`src/design/sps_pkg.sv`:
```
package sps_pkg;

   // storage depths
   localparam int RX_DEPTH = 2;
   localparam int TX_DEPTH = 8;

   localparam int RX_IDX_W = (RX_DEPTH > 1) ? $clog2(RX_DEPTH) : 1;
   localparam int TX_IDX_W = (TX_DEPTH > 1) ? $clog2(TX_DEPTH) : 1;

   // field widths
   localparam int OP_W     = 2;
   localparam int BYTE_W   = 8;
   localparam int SEL_W    = 2;
   localparam int ID_W     = 16;
   localparam int CSR_IDX_W = 2;
   localparam int NUM_SENSORS = 3;

   // bus event codes
   typedef enum logic [OP_W-1:0] {
      OP_RX_BYTE  = 2'd0,
      OP_TX_READY = 2'd1,
      OP_END      = 2'd2,
      OP_SENSOR   = 2'd3
   } op_type;

   // sensor selects
   typedef enum logic [SEL_W-1:0] {
      SENSOR_BUTTON = 2'd0,
      SENSOR_DOOR   = 2'd1,
      SENSOR_POOL   = 2'd2
   } sensor_type;

   // register indexes
   typedef enum logic [CSR_IDX_W-1:0] {
      CSR_BUTTON_ID = 2'd0,
      CSR_DOOR_ID   = 2'd1,
      CSR_POOL_ID   = 2'd2
   } csr_type;

endpackage

```
`src/design/sps_req_if.sv`:
```
interface sps_req_if;
   logic                           valid;
   logic                           ready;
   logic [sps_pkg::OP_W-1:0]       op;
   logic [sps_pkg::BYTE_W-1:0]     data;
   logic [sps_pkg::SEL_W-1:0]      sensor_sel;

   modport source(output valid, op, data, sensor_sel, input ready);
   modport sink(input valid, op, data, sensor_sel, output ready);
endinterface

```
`src/design/sps_rsp_if.sv`:
```
interface sps_rsp_if;
   logic                           valid;
   logic                           ready;
   logic [sps_pkg::BYTE_W-1:0]     tx_byte;

   modport source(output valid, tx_byte, input ready);
   modport sink(input valid, tx_byte, output ready);
endinterface

```
`src/design/i2c_slave_sensor_poll_responder_unit.sv`:
```
// Sensor poll responder, slave side of a two-wire bus. Each req word is one bus event:
// a received byte, a transmit-ready request, the end of an access or a sensor update.
// At the end of a write access the first two received bytes are matched against the
// button, door and pool IDs and a seven-byte reply is built (ID bytes, sensor value,
// three zero bytes, XOR check byte; old body bytes stay on no match); its first byte is
// returned straight away, and each transmit-ready event returns the next byte. Events
// are handled by the logic in front of the state registers, so one word is taken per
// clock unless rsp stalls; a result word appears on rsp in the cycle after its event is
// taken and sits in a single output register, passed on while the next event is accepted.
module i2c_slave_sensor_poll_responder_unit (
   input  logic                              clock,
   input  logic                              reset,
   sps_req_if.sink                           req_chan,
   sps_rsp_if.source                         rsp_chan,
   input  logic                              csr_we,
   input  logic [sps_pkg::CSR_IDX_W-1:0]     csr_index,
   input  logic [sps_pkg::ID_W-1:0]          csr_wdata
);

   localparam int RXW = sps_pkg::RX_IDX_W;
   localparam int TXW = sps_pkg::TX_IDX_W;
   localparam int BW  = sps_pkg::BYTE_W;

   // configuration registers
   logic [sps_pkg::ID_W-1:0] button_id_ff, door_id_ff, pool_id_ff;

   // state
   logic [BW-1:0]  rx_store_ff [sps_pkg::RX_DEPTH];
   logic [BW-1:0]  rx_store_in [sps_pkg::RX_DEPTH];
   logic [RXW-1:0] rx_index_ff, rx_index_in;
   logic [BW-1:0]  tx_store_ff [sps_pkg::TX_DEPTH];
   logic [BW-1:0]  tx_store_in [sps_pkg::TX_DEPTH];
   logic [TXW-1:0] tx_index_ff, tx_index_in;
   logic           got_write_ff, got_write_in;
   logic           got_read_ff, got_read_in;
   logic [BW-1:0]  sensor_ff [sps_pkg::NUM_SENSORS];
   logic [BW-1:0]  sensor_in [sps_pkg::NUM_SENSORS];

   // output register
   logic           rsp_valid_ff, rsp_valid_in;
   logic [BW-1:0]  rsp_byte_ff, rsp_byte_in;

   logic           accept;
   logic [sps_pkg::NUM_SENSORS-1:0] id_match;
   logic [BW-1:0]  reply_b2, reply_b3, reply_b4, reply_b5, reply_check;

   // handshake
   assign req_chan.ready   = !rsp_valid_ff || rsp_chan.ready;
   assign accept           = req_chan.valid && req_chan.ready;
   assign rsp_chan.valid   = rsp_valid_ff;
   assign rsp_chan.tx_byte = rsp_byte_ff;

   // id compare against the first two received bytes
   assign id_match[0] = (rx_store_ff[0] == button_id_ff[15:8]) &&
                        (rx_store_ff[1] == button_id_ff[7:0]);
   assign id_match[1] = (rx_store_ff[0] == door_id_ff[15:8]) &&
                        (rx_store_ff[1] == door_id_ff[7:0]);
   assign id_match[2] = (rx_store_ff[0] == pool_id_ff[15:8]) &&
                        (rx_store_ff[1] == pool_id_ff[7:0]);

   // reply body, last matched sensor wins, old bytes kept on no match
   always_comb begin
      reply_b2 = tx_store_ff[2];
      reply_b3 = tx_store_ff[3];
      reply_b4 = tx_store_ff[4];
      reply_b5 = tx_store_ff[5];
      if (id_match != '0) begin
         reply_b3 = '0;
         reply_b4 = '0;
         reply_b5 = '0;
         if (id_match[2]) begin
            reply_b2 = sensor_ff[2];
         end else if (id_match[1]) begin
            reply_b2 = sensor_ff[1];
         end else begin
            reply_b2 = sensor_ff[0];
         end
      end
      reply_check = rx_store_ff[0] ^ rx_store_ff[1] ^ reply_b2 ^
                    reply_b3 ^ reply_b4 ^ reply_b5;
   end

   // event handling
   always_comb begin
      rx_store_in  = rx_store_ff;
      rx_index_in  = rx_index_ff;
      tx_store_in  = tx_store_ff;
      tx_index_in  = tx_index_ff;
      got_write_in = got_write_ff;
      got_read_in  = got_read_ff;
      sensor_in    = sensor_ff;
      rsp_valid_in = rsp_valid_ff && !rsp_chan.ready;
      rsp_byte_in  = rsp_byte_ff;
      if (accept) begin
         case (req_chan.op)
            sps_pkg::OP_RX_BYTE: begin
               got_write_in = 1'b1;
               rx_store_in[rx_index_ff] = req_chan.data;
               if (rx_index_ff == RXW'(sps_pkg::RX_DEPTH - 1)) begin
                  rx_index_in = '0;
               end else begin
                  rx_index_in = rx_index_ff + RXW'(1);
               end
            end
            sps_pkg::OP_TX_READY: begin
               got_read_in  = 1'b1;
               rsp_valid_in = 1'b1;
               rsp_byte_in  = tx_store_ff[tx_index_ff];
               if (tx_index_ff == TXW'(sps_pkg::TX_DEPTH - 1)) begin
                  tx_index_in = '0;
               end else begin
                  tx_index_in = tx_index_ff + TXW'(1);
               end
            end
            sps_pkg::OP_END: begin
               if (got_write_ff) begin
                  got_write_in   = 1'b0;
                  rx_index_in    = '0;
                  tx_store_in[0] = rx_store_ff[0];
                  tx_store_in[1] = rx_store_ff[1];
                  tx_store_in[2] = reply_b2;
                  tx_store_in[3] = reply_b3;
                  tx_store_in[4] = reply_b4;
                  tx_store_in[5] = reply_b5;
                  tx_store_in[6] = reply_check;
                  for (int s = 0; s < sps_pkg::NUM_SENSORS; s++) begin
                     if (id_match[s]) begin
                        sensor_in[s] = '0;
                     end
                  end
                  rsp_valid_in   = 1'b1;
                  rsp_byte_in    = rx_store_ff[0];
                  tx_index_in    = TXW'(1);
                  rx_store_in[0] = '0;
                  rx_store_in[1] = '0;
               end else if (got_read_ff) begin
                  got_read_in = 1'b0;
                  tx_index_in = '0;
                  rx_index_in = '0;
               end
            end
            sps_pkg::OP_SENSOR: begin
               case (req_chan.sensor_sel)
                  sps_pkg::SENSOR_BUTTON: sensor_in[0] = req_chan.data;
                  sps_pkg::SENSOR_DOOR:   sensor_in[1] = req_chan.data;
                  sps_pkg::SENSOR_POOL:   sensor_in[2] = req_chan.data;
                  default: begin
                  end
               endcase
            end
            default: begin
            end
         endcase
      end
   end

   // configuration writes
   always_ff @(posedge clock) begin
      if (reset) begin
         button_id_ff <= '0;
         door_id_ff   <= '0;
         pool_id_ff   <= '0;
      end else if (csr_we) begin
         case (csr_index)
            sps_pkg::CSR_BUTTON_ID: button_id_ff <= csr_wdata;
            sps_pkg::CSR_DOOR_ID:   door_id_ff   <= csr_wdata;
            sps_pkg::CSR_POOL_ID:   pool_id_ff   <= csr_wdata;
            default: begin
            end
         endcase
      end
   end

   // state registers
   always_ff @(posedge clock) begin
      if (reset) begin
         for (int i = 0; i < sps_pkg::RX_DEPTH; i++) begin
            rx_store_ff[i] <= '0;
         end
         for (int i = 0; i < sps_pkg::TX_DEPTH; i++) begin
            tx_store_ff[i] <= '0;
         end
         for (int i = 0; i < sps_pkg::NUM_SENSORS; i++) begin
            sensor_ff[i] <= '0;
         end
         rx_index_ff  <= '0;
         tx_index_ff  <= '0;
         got_write_ff <= 1'b0;
         got_read_ff  <= 1'b0;
         rsp_valid_ff <= 1'b0;
      end else begin
         rx_store_ff  <= rx_store_in;
         tx_store_ff  <= tx_store_in;
         sensor_ff    <= sensor_in;
         rx_index_ff  <= rx_index_in;
         tx_index_ff  <= tx_index_in;
         got_write_ff <= got_write_in;
         got_read_ff  <= got_read_in;
         rsp_valid_ff <= rsp_valid_in;
      end
   end

   // result word
   always_ff @(posedge clock) begin
      rsp_byte_ff <= rsp_byte_in;
   end

endmodule

```
`src/flat_wrapper.sv`:
```
// flat-port wrapper written by rule: the top's interface ports become plain ports
module i2c_slave_sensor_poll_responder_unit_flat 
  (clock, reset, csr_we, csr_index, csr_wdata, req_chan_valid, req_chan_op, req_chan_data, req_chan_sensor_sel, req_chan_ready, rsp_chan_valid, rsp_chan_tx_byte, rsp_chan_ready);
  sps_req_if req_chan_i ();
  sps_rsp_if rsp_chan_i ();
  input  logic clock;
  input  logic reset;
  input  logic csr_we;
  input  logic [sps_pkg::CSR_IDX_W-1:0] csr_index;
  input  logic [sps_pkg::ID_W-1:0] csr_wdata;
  input wire logic [$bits(req_chan_i.valid)-1:0] req_chan_valid;
  input wire logic [$bits(req_chan_i.op)-1:0] req_chan_op;
  input wire logic [$bits(req_chan_i.data)-1:0] req_chan_data;
  input wire logic [$bits(req_chan_i.sensor_sel)-1:0] req_chan_sensor_sel;
  output wire logic [$bits(req_chan_i.ready)-1:0] req_chan_ready;
  output wire logic [$bits(rsp_chan_i.valid)-1:0] rsp_chan_valid;
  output wire logic [$bits(rsp_chan_i.tx_byte)-1:0] rsp_chan_tx_byte;
  input wire logic [$bits(rsp_chan_i.ready)-1:0] rsp_chan_ready;
  assign req_chan_i.valid = req_chan_valid;
  assign req_chan_i.op = req_chan_op;
  assign req_chan_i.data = req_chan_data;
  assign req_chan_i.sensor_sel = req_chan_sensor_sel;
  assign req_chan_ready = req_chan_i.ready;
  assign rsp_chan_valid = rsp_chan_i.valid;
  assign rsp_chan_tx_byte = rsp_chan_i.tx_byte;
  assign rsp_chan_i.ready = rsp_chan_ready;
  i2c_slave_sensor_poll_responder_unit u_core (.clock(clock), .reset(reset), .req_chan(req_chan_i), .rsp_chan(rsp_chan_i), .csr_we(csr_we), .csr_index(csr_index), .csr_wdata(csr_wdata));
endmodule
```
`config.mk`:
```
export PLATFORM = sky130hd
export DESIGN_NAME = i2c_slave_sensor_poll_responder_unit_flat
export DESIGN_NICKNAME = d
export VERILOG_FILES = /design/src/design/sps_pkg.sv /design/src/design/sps_req_if.sv /design/src/design/sps_rsp_if.sv /design/src/design/i2c_slave_sensor_poll_responder_unit.sv /design/src/flat_wrapper.sv
export SDC_FILE = /design/constraint.sdc
export NUM_CORES = 1
export LEC_CHECK = 0
export ABC_AREA = 1
export ABC_CLOCK_PERIOD_IN_PS = 3300
export BUFFER_PORTS_ARGS = -buffer_cell sky130_fd_sc_hd__buf_2
export CORE_UTILIZATION = 40
export DETAILED_ROUTE_END_ITERATION = 10
export GPL_ROUTABILITY_DRIVEN = 0
export HOLD_SLACK_MARGIN = 0.08
export PLACE_DENSITY = 0.54
export SLEW_MARGIN = 30
export SYNTH_ARGS = -nofsm -noshare
export SYNTH_HDL_FRONTEND = slang
export SYNTH_SLANG_ARGS = --single-unit
export TNS_END_PERCENT = 50
```
`constraint.sdc`:
```
create_clock -name clock -period 3.3 [get_ports clock]
set_input_delay 0.66 -clock clock [delete_from_list [all_inputs] [get_ports clock]]
set_output_delay 0.66 -clock clock [all_outputs]
set_load 0.02 [all_outputs]
```
== Word-level counts from Yosys, hierarchy flattened ==
Index checks and enable logic that the tools add are counted.
Cells by class
  add/sub/neg operators: 2
  multiply operators: 0
  div/mod/pow operators: 0
  $lt $le $gt $ge: 3
  equality and inequality tests: 23
  shift operators: 0
  multiplexer cells: 38
  bitwise logic cells: 7
  reductions and logical operators: 29
Operators with widths (number)
  2-to-1 mux 8 bit: 16
  equality test 8 bit: 6
  one-hot mux 24 bit (2 select lines): 1
  bitwise XOR 8 bit: 5
  one-hot mux 16 bit (2 select lines): 1
  binary-select mux 8 bit (select 3 bit): 1
  2-to-1 mux 24 bit: 1
  AND reduction 3 bit: 6
  bitwise mux 16 bit: 1
  2-to-1 mux 16 bit: 1
  one-hot mux 8 bit (2 select lines): 1
  AND reduction 5 bit: 3
  inequality test 2 x 1 -> 1 bit (second input constant): 5
  2-to-1 mux 3 bit: 3
  demux 8 bit (select 1 bit): 1
  equality test 2 bit (second input constant): 4
  one-hot mux 1 bit (2 select lines): 4
  AND reduction 2 bit: 4
  equality test 2 x 1 -> 1 bit (second input constant): 3
  logical AND 1 bit: 6
  zero test 2 bit: 3
  2-to-1 mux 1 bit: 6
  inequality test 2 bit (second input constant): 3
  one-hot mux 3 bit (2 select lines): 1
  13 further kinds: 16
Word-level totals
  bits in registers: 159
  latch bits: 0
  bits in writable memories: 0
  memory bits (read-only): 0
  input port bits: 35
  output and inout bits: 10
  logic and storage cells: 123
  memories: 0

== Longest topological paths before layout ==
  depth after elaboration: 9
  depth in mapped cells: 18
  depth with buffers taken out: 16

== Worst setup path before layout ==
OpenSTA, ideal clock, no wires.
  path type: in2reg
  start point: input req_chan_op[0]
  end point: register u_core.rsp_byte_ff[0], in the netlist u_core.rsp_chan.tx_byte[0] (enable)
  library setup time: 0.383 ns
  arrival: 2.068 ns
  data required time: 2.917 ns
  slack: 0.848 ns
  stages on the path: 6
  buffers on the path: 2
  cell sequence: inv_1 > ha_1 > buf_2 > clkbuf_1 > nor2_1 > nor3_1
On the way
  cells in the longest elaborated chain, start to end: 3
  elaborated cells between the ends (all ways): 5
  classes of those cells: eq/ne: 3; reduce/logical: 2
RTL lines
  start: declaration: RTL line flat_wrapper.sv:12  | input wire logic [$bits(req_chan_i.op)-1:0] req_chan_op;
  equality test 2 bit / equality test 2 x 1 -> 1 bit (equally long branches): RTL line i2c_slave_sensor_poll_responder_unit.sv:95  | case (req_chan.op)
  inequality test 2 x 1 -> 1 bit (no source line) / nonzero test 2 bit (equally long branches)
  AND reduction 3 bit (no source line) *
  end signal: assignment: RTL line i2c_slave_sensor_poll_responder_unit.sv:205  | rsp_byte_ff <= rsp_byte_in;
  end: declaration: RTL line i2c_slave_sensor_poll_responder_unit.sv:41  | logic [BW-1:0] rsp_byte_ff, rsp_byte_in;
Mark *: on every way between the ends. The rest lies on a longest branch, timed or not.
A chain may end at the register's enable or synchronous reset.

== Final worst setup path ==
  start point: register u_core.rx_store_ff[10] (netlist name)
  end point: register u_core.tx_store_ff[43] (netlist name)
On the way
  cells in the longest elaborated chain, start to end: 5
  elaborated cells between the ends (all ways): 10
  classes of those cells: eq/ne: 3; mux: 3; reduce/logical: 4
RTL lines
  start: declaration: RTL line i2c_slave_sensor_poll_responder_unit.sv:28  | logic [BW-1:0] rx_store_ff [sps_pkg::RX_DEPTH];
  start signal: assignment: RTL line i2c_slave_sensor_poll_responder_unit.sv:192  | rx_store_ff <= rx_store_in;
  equality test 8 bit: RTL line i2c_slave_sensor_poll_responder_unit.sv:56  | assign id_match[1] = (rx_store_ff[0] == door_id_ff[15:8]) &&
  logical AND 1 bit: RTL line i2c_slave_sensor_poll_responder_unit.sv:56
  2-to-1 mux 8 bit: RTL line i2c_slave_sensor_poll_responder_unit.sv:73  | end else if (id_match[1]) begin
  2-to-1 mux 8 bit: RTL line i2c_slave_sensor_poll_responder_unit.sv:71  | if (id_match[2]) begin
  2-to-1 mux 8 bit *: RTL line i2c_slave_sensor_poll_responder_unit.sv:67  | if (id_match != '0) begin
  end signal: assignment: RTL line i2c_slave_sensor_poll_responder_unit.sv:193  | tx_store_ff <= tx_store_in;
  end: declaration: RTL line i2c_slave_sensor_poll_responder_unit.sv:31  | logic [BW-1:0] tx_store_ff [sps_pkg::TX_DEPTH];
Marked as above.

==> flow_metrics.tcl <==
set metrics [dict create \
    setup_viol_count_final 0 \
    setup_tns_ns 0 \
    slew-limit-headroom_pct 41.0 \
    grt.overflow.total 0 \
    basic_gate_share_of_the_synthesized_area_counting_and_or_nand_and_nor_cells_pct 23.3 \
    crit_path_cell_trace "inv_1 > nand2_1 > nand2_1 > nor2_1 > nand2_1 > nor2_4 > nand2_4 > nand3_4 > nand2_4 > inv_2 > buf_4 > o21ai_1 > nor2_1" \
    io_buffer_count 44 \
    worst_skew_pair.late_latency_ns 0.43 \
    antenna_cells_inserted 0 \
    tightest_slew_ns 0.879 \
    req_time_crit_path_ns 3.67 \
    drtAntennaViolNets 0 \
    via_count_of_the_first_global_routing_pass 6596 \
    core_mm2 0.0189 \
    yosys_warning_count 0 \
    worstPathArrival_ns 2.94 \
    power.switching_fraction_pct 27.2 \
    syn-num-nets 1158 \
    post_cts.resized_instances 0 \
    post_drt_via_cell_ratio 4.99 \
    report.final.hold_viol_count 0 \
    fp.dieH_um 141 \
    critical_path_depth 13 \
    critical_path.most_common_cell "nand2_1" \
    cts-buffers-inserted 17 \
    outcome "finished, final reports clean" \
    most-common-layout-cells "nand2_1, dfxtp_1, o21ai_0, a21oi_1, nor2_1" \
    pin_count_of_the_biggest_net_entering_global_routing 49 \
    synth-compound-area-share_pct 20.2 \
    pin_count 45 \
    postCtsHoldBufs 0 \
    effective_utilization_at_floorplan_pct 41.1 \
    clkPwrFrac_pct 43.0 \
    holdPathStages 2 \
    die_area_mm2 0.0200 \
    worst_ir_drop_on_vdd_mv 0.297 \
    worstSetupEndpointType "flip-flop" \
    reg2reg_launch_point "u_core.rx_store_ff[10]" \
    syn_inst 1117 \
    post-place-cells 1376 \
    placementRows 50 \
    ys_ff_latch 159 \
    layout_cells_sized_above_1_pct 10.5 \
    dominant_combinational_cell_family_by_area_after_synthesis "simple AND/OR/NAND/NOR gates" \
    number_of_antenna_violations_at_the_first_check_in_global_routing 0 \
    synth-xor-area-share_pct 4.17 \
    post_cts.repair.setup_buffers 0 \
    critPathKind "flip-flop to flip-flop" \
    routed_wire_length_per_instance_um 15.9 \
    syn_to_final_growth_pct 12.8 \
    cts_root_buf "clkbuf_16" \
    r2r_cells 13 \
    fp.dieW_um 141 \
    share_seq_of_total_power_pct 43.3 \
    cts.reportedPaths.clkPinSlew_ns 0.06 \
    crit_path_max_fanout 14 \
    tritoncts_num_sinks 159 \
    timing.critical_path.buf_inv 3 \
    largest_stage_delay_worst_path_ns 0.51 \
    post_synth_fa_ha_maj_area_fraction_pct 0.967 \
    powerDensity_mw_per_mm2 541 \
    avg_synthesized_cell_area_um2 6.95 \
    yosysSeqAreaShare_pct 42.0 \
    detail_route.wirelength_um 22400 \
    cts_h_tree_depth 4 \
    cap_viol_max_count 0 \
    mappedNetlistArea_mm2 0.00776 \
    dr.first_iter.drc_count 516 \
    drt_pass1_iterations 8 \
    clock_skew_ns 0.00973 \
    max-clock-path-buffers 2 \
    drc 0 \
    critPathLaunchType "flip-flop" \
    muxShareOfSynthArea_pct 0 \
    num_vias 7031 \
    cell_internal_pwr_uw 3450 \
    grt_util_overall_pct 23.9 \
    fill_cells 1987 \
    fin_crit_ns 2.58 \
    netsw_uw 1290 \
    power.leakage_uw 0.00383 \
    combinationalPowerShare_pct 13.8 \
    layout.cells.non_filler 1408 \
    tritoncts "built" \
    layout_commonest_cell "nand2_1" \
    worstHoldStart "u_core.door_id_ff[5]" \
    final_net_count 1176 \
    unique_masters_post_synth 37 \
    grt_first_pass_wirelength_um 36200 \
    setup_repair_after_global_routing_missed_its_margin "no" \
    worst_path_dominant_cell_family "simple AND/OR/NAND/NOR gates" \
    maxClockFrequency_ghz 0.388 \
    dp_hpwl_um 15800 \
    min_period_over_period_pct 78.1 \
    drv_slew 0 \
    setup.worst_path.start "u_core.rx_store_ff[10]" \
    cp_slowest_cell "dfxtp_1" \
    worst_hold_path_type "flip-flop to flip-flop" \
]
per-stage QoR:
step / total power [µW] / instance area (µm²) / utilization (%) / setup slack, ns / hold WS, ns
after global placement: 2730 / 8140 / 43.1 / 0.730 / 0.454
after global routing: 4960 / 8760 / 46.3 / 0.498 / 0.481
after CTS: 4770 / 8750 / 46.3 / 0.715 / 0.465
after floorplan: 2550 / 7760 / - / 0.848 / 0.444
final: 4740 / 8760 / 46.3 / 0.723 / 0.465
after detailed placement: 2740 / 8140 / 43.1 / 0.628 / 0.456
area by class of cell:
cell class,count,area [µm²],area share (%)
clock buffer,23,510,5.83
clock inverter,9,103,1.17
inverter,109,409,4.67
multi-input combinational,786,3790,43.3
sequential,159,3260,37.3
tap,260,325,3.72
timing repair buffer,62,355,4.06
worst register-to-register path: stages, from the launching register on:
cell and delay [ns]:
dfxtp_1 0.51, inv_1 0.19, nand2_1 0.09, nand2_1 0.05, nor2_1 0.12, nand2_1 0.11
nor2_4 0.29, nand2_4 0.20, nand3_4 0.20, nand2_4 0.10, inv_2 0.25, buf_4 0.23
o21ai_1 0.07, nor2_1 0.10
routing by layer:
| layer | GRT usage, % | vias up | part of all wire (%) |
|---|---|---|---|
| li1 | - | 3639 | - |
| met4 | 7.61 | 0 | 1.9 |
| met3 | 5.06 | 26 | 5.2 |
| met1 | 33.6 | 3201 | 49 |
| met5 | 0 | - | 0 |
| met2 | 36.6 | 165 | 44 |
cells by family after synthesis:
| logic type | Yosys count |
|---|---|
| flops | 159 |
| xor+xnor | 37 |
| fa+ha+maj | 6 |
| buf+inv | 172 |
| compound gates | 302 |
| simple gates | 441 |
state kept, by name (all words and copies together), names as in the netlist:
register / cells
u_core.rx_index_ff: 1
u_core.pool_id_ff: 16
u_core.got_read_ff: 1
u_core.rsp_chan.tx_byte: 8
u_core.got_write_ff: 1
u_core.sensor_ff: 24
u_core.button_id_ff: 16
u_core.tx_index_ff: 3
u_core.door_id_ff: 16
u_core.rsp_chan.valid: 1
u_core.rx_store_ff: 16
u_core.tx_store_ff: 56
power groups by stage:
stage | Sequential [µW] | Clock (µW) | Combinational [µW]
after CTS | 2050 | 2070 | 651
after detailed placement | 2090 | 0 | 647
final | 2050 | 2030 | 652
after floorplan | 2080 | 0 | 463
after global placement | 2090 | 0 | 643
after global routing | 2060 | 2170 | 734
cell usage after synthesis (all sizes together):
cell type / number / share of area [%]
ha: 6 / 0.97
o211ai: 1 / 0.097
a31oi: 2 / 0.16
edfxtp: 8 / 3.1
clkinv: 1 / 0.048
nand4: 4 / 0.32
o211a: 1 / 0.13
buf: 22 / 2.0
dfxtp: 151 / 39
nand3b: 5 / 0.48
xnor2: 13 / 1.5
a21boi: 1 / 0.097
nor2: 119 / 6.1
nor3: 10 / 0.64
a211oi: 6 / 0.87
a21oi: 136 / 8.8
o21a: 4 / 0.39
or2: 5 / 0.40
inv: 108 / 5.2
o21ai: 151 / 9.7
xor2: 24 / 2.7
nand2: 264 / 13
clkbuf: 41 / 2.0
nand3: 34 / 2.4
path summary, 6_finish.rpt:
path / endpoint / slack [ns]
worst max-delay path: u_core.tx_store_ff[43] / 0.72
worst min-delay path: u_core.door_id_ff[5] / 0.47
worst max register to register: u_core.tx_store_ff[43] / 0.72
worst min register to register: u_core.door_id_ff[5] / 0.47
(Power assumes the default switching activity.)
